[src/sv/rmze_pkg.sv]
package rmze_pkg;

  localparam int ElemW = 18;
  localparam int SqW   = 34;
  localparam int RootW = 17;
  localparam int XyW   = 33;
  localparam int ZW    = 35;
  localparam int AngW  = 19;
  localparam int PreShift = 12;

  localparam logic signed [ElemW-1:0] OneQ16 = 18'sd65536;
  localparam logic signed [ZW-1:0]    PiQ30  = 35'sd3373259426;
  localparam logic signed [AngW-1:0]  PiQ16  = 19'sd205887;

  localparam logic signed [ZW-1:0] AtanTable [10] = '{
    35'sd843314857, 35'sd497837829, 35'sd263043837, 35'sd133525159, 35'sd67021687,
    35'sd33543516, 35'sd16775851, 35'sd8388437, 35'sd4194283, 35'sd2097149
  };

  typedef struct packed {
    logic signed [ElemW-1:0] m00;
    logic signed [ElemW-1:0] m10;
    logic signed [ElemW-1:0] m20;
    logic signed [ElemW-1:0] m21;
    logic signed [ElemW-1:0] m22;
    logic signed [ElemW-1:0] m12;
    logic signed [ElemW-1:0] m11;
  } elems_t;

  function automatic logic signed [ElemW-1:0] clamp_elem(input logic signed [ElemW-1:0] v);
    logic signed [ElemW-1:0] r;
    r = v;
    if (v > OneQ16) r = OneQ16;
    if (v < -OneQ16) r = -OneQ16;
    return r;
  endfunction

  function automatic logic signed [ZW-1:0] stage_angle(input int i);
    logic signed [ZW-1:0] a;
    a = '0;
    if (i < 10) a = AtanTable[i];
    else if (i <= 30) a = ZW'(1) <<< (30 - i);
    return a;
  endfunction

endpackage

[src/sv/rmze_isqrt.sv]
module rmze_isqrt
  import rmze_pkg::*;
(
  input  logic             clk,
  input  logic             rst,
  input  logic             in_valid,
  input  logic [SqW-1:0]   in_n,
  input  elems_t           in_elems,
  output logic             out_valid,
  output logic [RootW-1:0] out_root,
  output elems_t           out_elems
);

  logic [SqW-1:0]   rem   [0:RootW];
  logic [RootW-1:0] root  [0:RootW];
  elems_t           elems [0:RootW];
  logic             vld   [0:RootW];

  assign rem[0]   = in_n;
  assign root[0]  = '0;
  assign elems[0] = in_elems;
  assign vld[0]   = in_valid;

  for (genvar k = 0; k < RootW; k++) begin : g_bit
    localparam int B = RootW - 1 - k;
    logic [SqW:0] trial;
    assign trial = ((SqW+1)'(root[k]) << (B + 1)) + ((SqW+1)'(1) << (2 * B));
    always_ff @(posedge clk) begin
      if (rst) begin
        vld[k+1] <= 1'b0;
      end else begin
        vld[k+1] <= vld[k];
      end
      elems[k+1] <= elems[k];
      if ({1'b0, rem[k]} >= trial) begin
        rem[k+1]  <= SqW'({1'b0, rem[k]} - trial);
        root[k+1] <= root[k] | (RootW'(1) << B);
      end else begin
        rem[k+1]  <= rem[k];
        root[k+1] <= root[k];
      end
    end
  end

  assign out_valid = vld[RootW];
  assign out_root  = root[RootW];
  assign out_elems = elems[RootW];

endmodule

[config.mk]
export PLATFORM = sky130hd
export DESIGN_NAME = rmze_isqrt
export DESIGN_NICKNAME = d
export VERILOG_FILES = /design/src/sv/rmze_pkg.sv /design/src/sv/rmze_isqrt.sv
export SDC_FILE = /design/constraint.sdc
export NUM_CORES = 2
export LEC_CHECK = 0
export BUFFER_PORTS_ARGS = -buffer_cell sky130_fd_sc_hd__buf_2
export CORE_ASPECT_RATIO = 1.5
export CORE_MARGIN = 5
export CORE_UTILIZATION = 60
export DETAILED_ROUTE_END_ITERATION = 12
export GPL_ROUTABILITY_DRIVEN = 0
export GPL_TIMING_DRIVEN = 0
export HOLD_SLACK_MARGIN = 0.1
export PLACE_DENSITY = 0.78
export SKIP_CTS_REPAIR_TIMING = 1
export SLEW_MARGIN = 25
export SYNTH_ARGS = -nofsm -noshare
export SYNTH_HDL_FRONTEND = slang
export SYNTH_SLANG_ARGS = --single-unit
[constraint.sdc]
create_clock -name clk -period 5.6 [get_ports clk]
set_input_delay 0 -clock clk [delete_from_list [all_inputs] [get_ports clk]]
set_output_delay 0 -clock clk [all_outputs]
set_load 0.1 [all_outputs]
* Yosys cells after proc, flatten, opt, wreduce, memory -nomap -nowiden *
Cells that the tools add are included.

storage, ports and cells
  flip-flop bits (word level) = 2,992

cells by class
  magnitude comparators = 17
  $add $sub $neg = 32
  muxes and demuxes = 17

operators with widths
  operator                  number
  $mux W34                  16
  $add A33 B31 Y34 const B  1
  $ge A34 B19 Y1            1
  $ge A34 B20 Y1            1
  $ge A34 B21 Y1            1
  $ge A34 B22 Y1            1
  $ge A34 B23 Y1            1
  $ge A34 B24 Y1            1
  $ge A34 B25 Y1            1
  $ge A34 B26 Y1            1
  $ge A34 B27 Y1            1
  $ge A34 B28 Y1            1
  $ge A34 B29 Y1            1
  $ge A34 B30 Y1            1
  $ge A34 B31 Y1            1
  $ge A34 B32 Y1            1
  $ge A34 B33 Y1            1
  $ge A34 B33 Y1 const B    1
  $ge A34 B34 Y1            1
  $sub A34 B20 Y34          1
  $sub A34 B21 Y34          1
  $sub A34 B22 Y34          1
  $sub A34 B23 Y34          1
  $sub A34 B24 Y34          1
  27 further kinds          27

* Logic depth before layout (Yosys ltp) *
  depth after elaboration = 3
  depth in mapped cells = 13
  gate-level depth less buffers = 12

* Worst setup path before layout *
Ideal clock, no wire load.

  kind = reg2reg
  start = register rem[299] in the netlist's numbering
  end = register rem[260] in the netlist's numbering
  period minus slack after synthesis = 2.611 ns
  arrival = 2.491 ns
  required time = 5.479 ns
  cell stages (with the launch flop) = 8
  setup slack = 2.989 ns
  cell sequence = dfxtp_1 > or3_1 > or3_1 > or3_1 > or4_4 > nor2_1 > buf_4 > mux2_2

between the ends
  word-level cells in the longest chain between the ends = 2

RTL lines
  what                              RTL line          source
  start: declaration                rmze_isqrt.sv:14  logic [SqW-1:0] rem [0:RootW];
  start signal: indexed assignment  rmze_isqrt.sv:36  rem[k+1] <= SqW'({1'b0, rem[k]} - trial);
  start signal: indexed assignment  rmze_isqrt.sv:39  rem[k+1] <= rem[k];
  $ge A34 B26 Y1                    rmze_isqrt.sv:35  if ({1'b0, rem[k]} >= trial) begin
  $mux W34                          rmze_isqrt.sv:35

No other way between the ends.
A chain may end at the register's enable or synchronous reset.

* Final worst setup path *
  start = register root[36] in the netlist's numbering
  end = register rem[48] in the netlist's numbering

between the ends
  word-level cells in the longest chain between the ends = 3
  elaborated cells on any way between the ends = 4
  those cells by class = add/sub (2); order compare (1); mux (1)

RTL lines
  what                                                RTL line                            source
  start: declaration                                  rmze_isqrt.sv:15                    logic [RootW-1:0] root [0:RootW];
  start signal: indexed assignment                    rmze_isqrt.sv:37                    root[k+1] <= root[k] | (RootW'(1) << B);
  start signal: indexed assignment                    rmze_isqrt.sv:40                    root[k+1] <= root[k];
  $add A19 B3 Y20 *                                   rmze_isqrt.sv:27                    assign trial = ((SqW+1)'(root[k]) << (B + 1)) + ((SqW+1)'(1) << (2 * B));
  $sub A34 B20 Y34 or $ge A34 B20 Y1 (tied branches)  rmze_isqrt.sv:36, rmze_isqrt.sv:35
  $mux W34 *                                          rmze_isqrt.sv:35

Every way passes the cells marked *; elsewhere a longest branch is shown, timed or not.

==> qor.yml <==
status: "finished clean"
drt-initial-drc-count: 1381
worstReg2RegEnd: "rem[48]"
numCtsBuffers: 215
cts_tree: "done"
min_from: "elems[555]"
r2r_cells: 12
crit_fanout: 10
synth.area.top_cells: "dfxtp_1 82%, ha_1 3.0%, xor2_1 1.4%"
drt_drc_violations_left: 0
design_area_sq_um: 84100
hold_path_depth: 0
drive_gt1_share_pct: 14.9
port_buffers: 306
fp.dieArea_sq_um: 124000
postSynthCellCount: 4800
clock_skew_ps: 72.7
dp.cells: 6656
tns_ps: 0
io_pins: 307
dpl_cell_area_sq_um: 73400
dieHeight_microns: 428
core-area_sq_um: 116000
layout.cells.non_filler: 7381
max_cap_violations: 0
synth_top_area_share_pct: 81.8
dp_hpwl_microns: 64100
clk_pin_slew_ps: 80
synth_area_sq_um: 69900
slew_viol_final: 0
arrival_ps: 4160
routed_wirelength_microns: 126000
clkLatencyLatePin_ps: 840
ys_seq_area_share_pct: 81.8
crit_required_ps: 6290
finalSetupViolCount: 0
cts-root-buf: "clkbuf_16"
min_delay_worst_endpoint: "elems[429]"
via_per_inst: 4.74
antenna_found_initial: 0
ys_async_sr_fraction_pct: 0
wl_per_cell_microns: 17.1
synth_commonest_cells: "2,856 x dfxtp_1, 203 x inv_1, 166 x ha_1"
areaGrowthSynthToFinish_pct: 20.4
dr.pass1.iters: 6
grt_pass1_vias: 35800
rsz0062_at_grt: "false"
tightest_slew_ps: 1020
power_density_nw_per_um2: 531
diodes: 0
hold_viol: 0
ys_ff_latch: 2856
post-place-ws_ps: 2310
clkSinkCount: 2856
synth.avg_cell_area_sq_um: 14.6
yosysTopAreaCell: "dfxtp_1"
rows: 153
power_uw: 44700
finalWorstSetupSlack_ps: 2130
critPathLaunchType: "flip-flop"
r2r-start: "root[36]"
worst_ir_drop_vdd_v: 0.000572
hold_class: "flip-flop to flip-flop"
synth-edff-count: 0
grt_pass1_wl_microns: 178000
ys.flop_type: "dfxtp_1"
initial_utilization_pct: 60.4
grt_overflow_total: 0
reg2reg_slack_ps: 2130
die_x_microns: 289
fmax_mhz: 288
layout_min_cycle_time_ps: 3470
ys_warn_count: 0
syn-num-nets: 5129
crit_type: "flip-flop to flip-flop"
fin_nets: 5978
end_kind: "flip-flop"
htreeDepth: 4
dr_total_vias: 35000
grt_usage_pct: 17.7
period_share_pct: 62.0
synth.most_common_cell: "dfxtp_1"
ant_nets: 0
slew-limit-headroom_pct: 31.3
cellLeakagePower_uw: 0.0370
synthDistinctLibCells: 76
grt_max_degree: 19
clockBufferDepth: 3
-- power by group --
group,internal (uW),switching (uW)
Combinational,2290,3040
Sequential,22400,1080
Clock,8740,7190
-- layout make-up --
type / count / area, sq um
clock buffers: 297 / 6170
fillers: 6724 / 31700
well taps: 1550 / 1940
inverters: 206 / 773
repair buffers: 632 / 4790
plain buffers: 162 / 1110
clock inverters: 102 / 1330
flip-flops and latches: 2856 / 57200
multi-input cells: 1576 / 10800
-- critical path, stage by stage, from the launching register on --
cell and delay (ps):
dfxtp_1 350, inv_1 60, ha_1 350, nor2b_1 180
o31a_1 280, o31a_1 320, o22ai_1 340, o21ai_0 220
nor2_1 210, clkbuf_1 440, buf_1 410, nand2_1 100
o31ai_1 80
-- layer usage --
metal | global-route usage (%) | routed length (microns) | vias up
li1 | - | - | 17300
met1 | 18.0 | 44900 | 16400
met2 | 34.0 | 70900 | 900
met3 | 3.37 | 4840 | 366
met4 | 9.08 | 5710 | 0
met5 | 0 | 0 | -
-- flip-flops by register name, summed over array words and instances, names as in the netlist --
register	flops
elems	2016
rem	544
root	136
out_elems	126
out_root	17
vld	16
out_valid	1
-- layout by cell type (no fill, tap or decap), types with 7 or more instances in the layout --
cell type	count
a211oi_1	18
a21boi_0	8
a21o_1	43
a21oi_1	111
a31oi_1	8
and2_1	10
buf_2	313
buf_4	130
bufinv_16	20
clkbuf_1	58
clkbuf_16	216
clkbuf_8	46
clkinv_16	7
clkinv_2	48
clkinvlp_4	14
dfxtp_1	2856
dlygate4sd3_1	326
ha_1	166
inv_1	203
mux2_2	21
nand2_1	156
nand2b_1	30
nand3_1	38
nand4_1	38
nor2_1	145
nor2b_1	42
nor3_1	77
nor4_1	79
nor4b_1	12
o211ai_1	10
o21a_1	46
o21ai_0	127
o31ai_1	24
or2_2	18
or3_1	24
or4_1	9
xnor2_1	96
xor2_1	113
-- kinds of logic (layout without fill, tap and decap cells) --
family                   Yosys count  in the layout  synth area share, %
flip-flops                      2856           2856                 81.8
AND/OR/NAND/NOR                  718            718                 5.35
AO/OA/AOI/OAI                    455            455                 4.13
buffers and inverters            368           1399                 2.70
XOR/XNOR                         209            209                 2.62
adder cells (fa/ha/maj)          166            166                 2.97
multiplexers                      28             28                0.440
-- worst max path at each step --
| stage | from | end | cells past startpoint |
|---|---|---|---|
| floorplan | rem[299] | rem[260] | 7 |
| global placement | root[180] | rem[332] | 10 |
| detailed placement | root[36] | rem[48] | 12 |
| CTS | root[36] | rem[48] | 12 |
| global route | root[180] | rem[329] | 10 |
| finish | root[36] | rem[48] | 12 |
-- metrics by stage --
stage	util [%]	hold slack, ps
2_1_floorplan	-	27.7
3_3_place_gp	63.4	102
3_5_place_dp	63.4	104
4_1_cts	69.8	-806
5_1_grt	72.7	289
6_report	72.7	267
No activity file was read; power rests on OpenSTA's default activity.
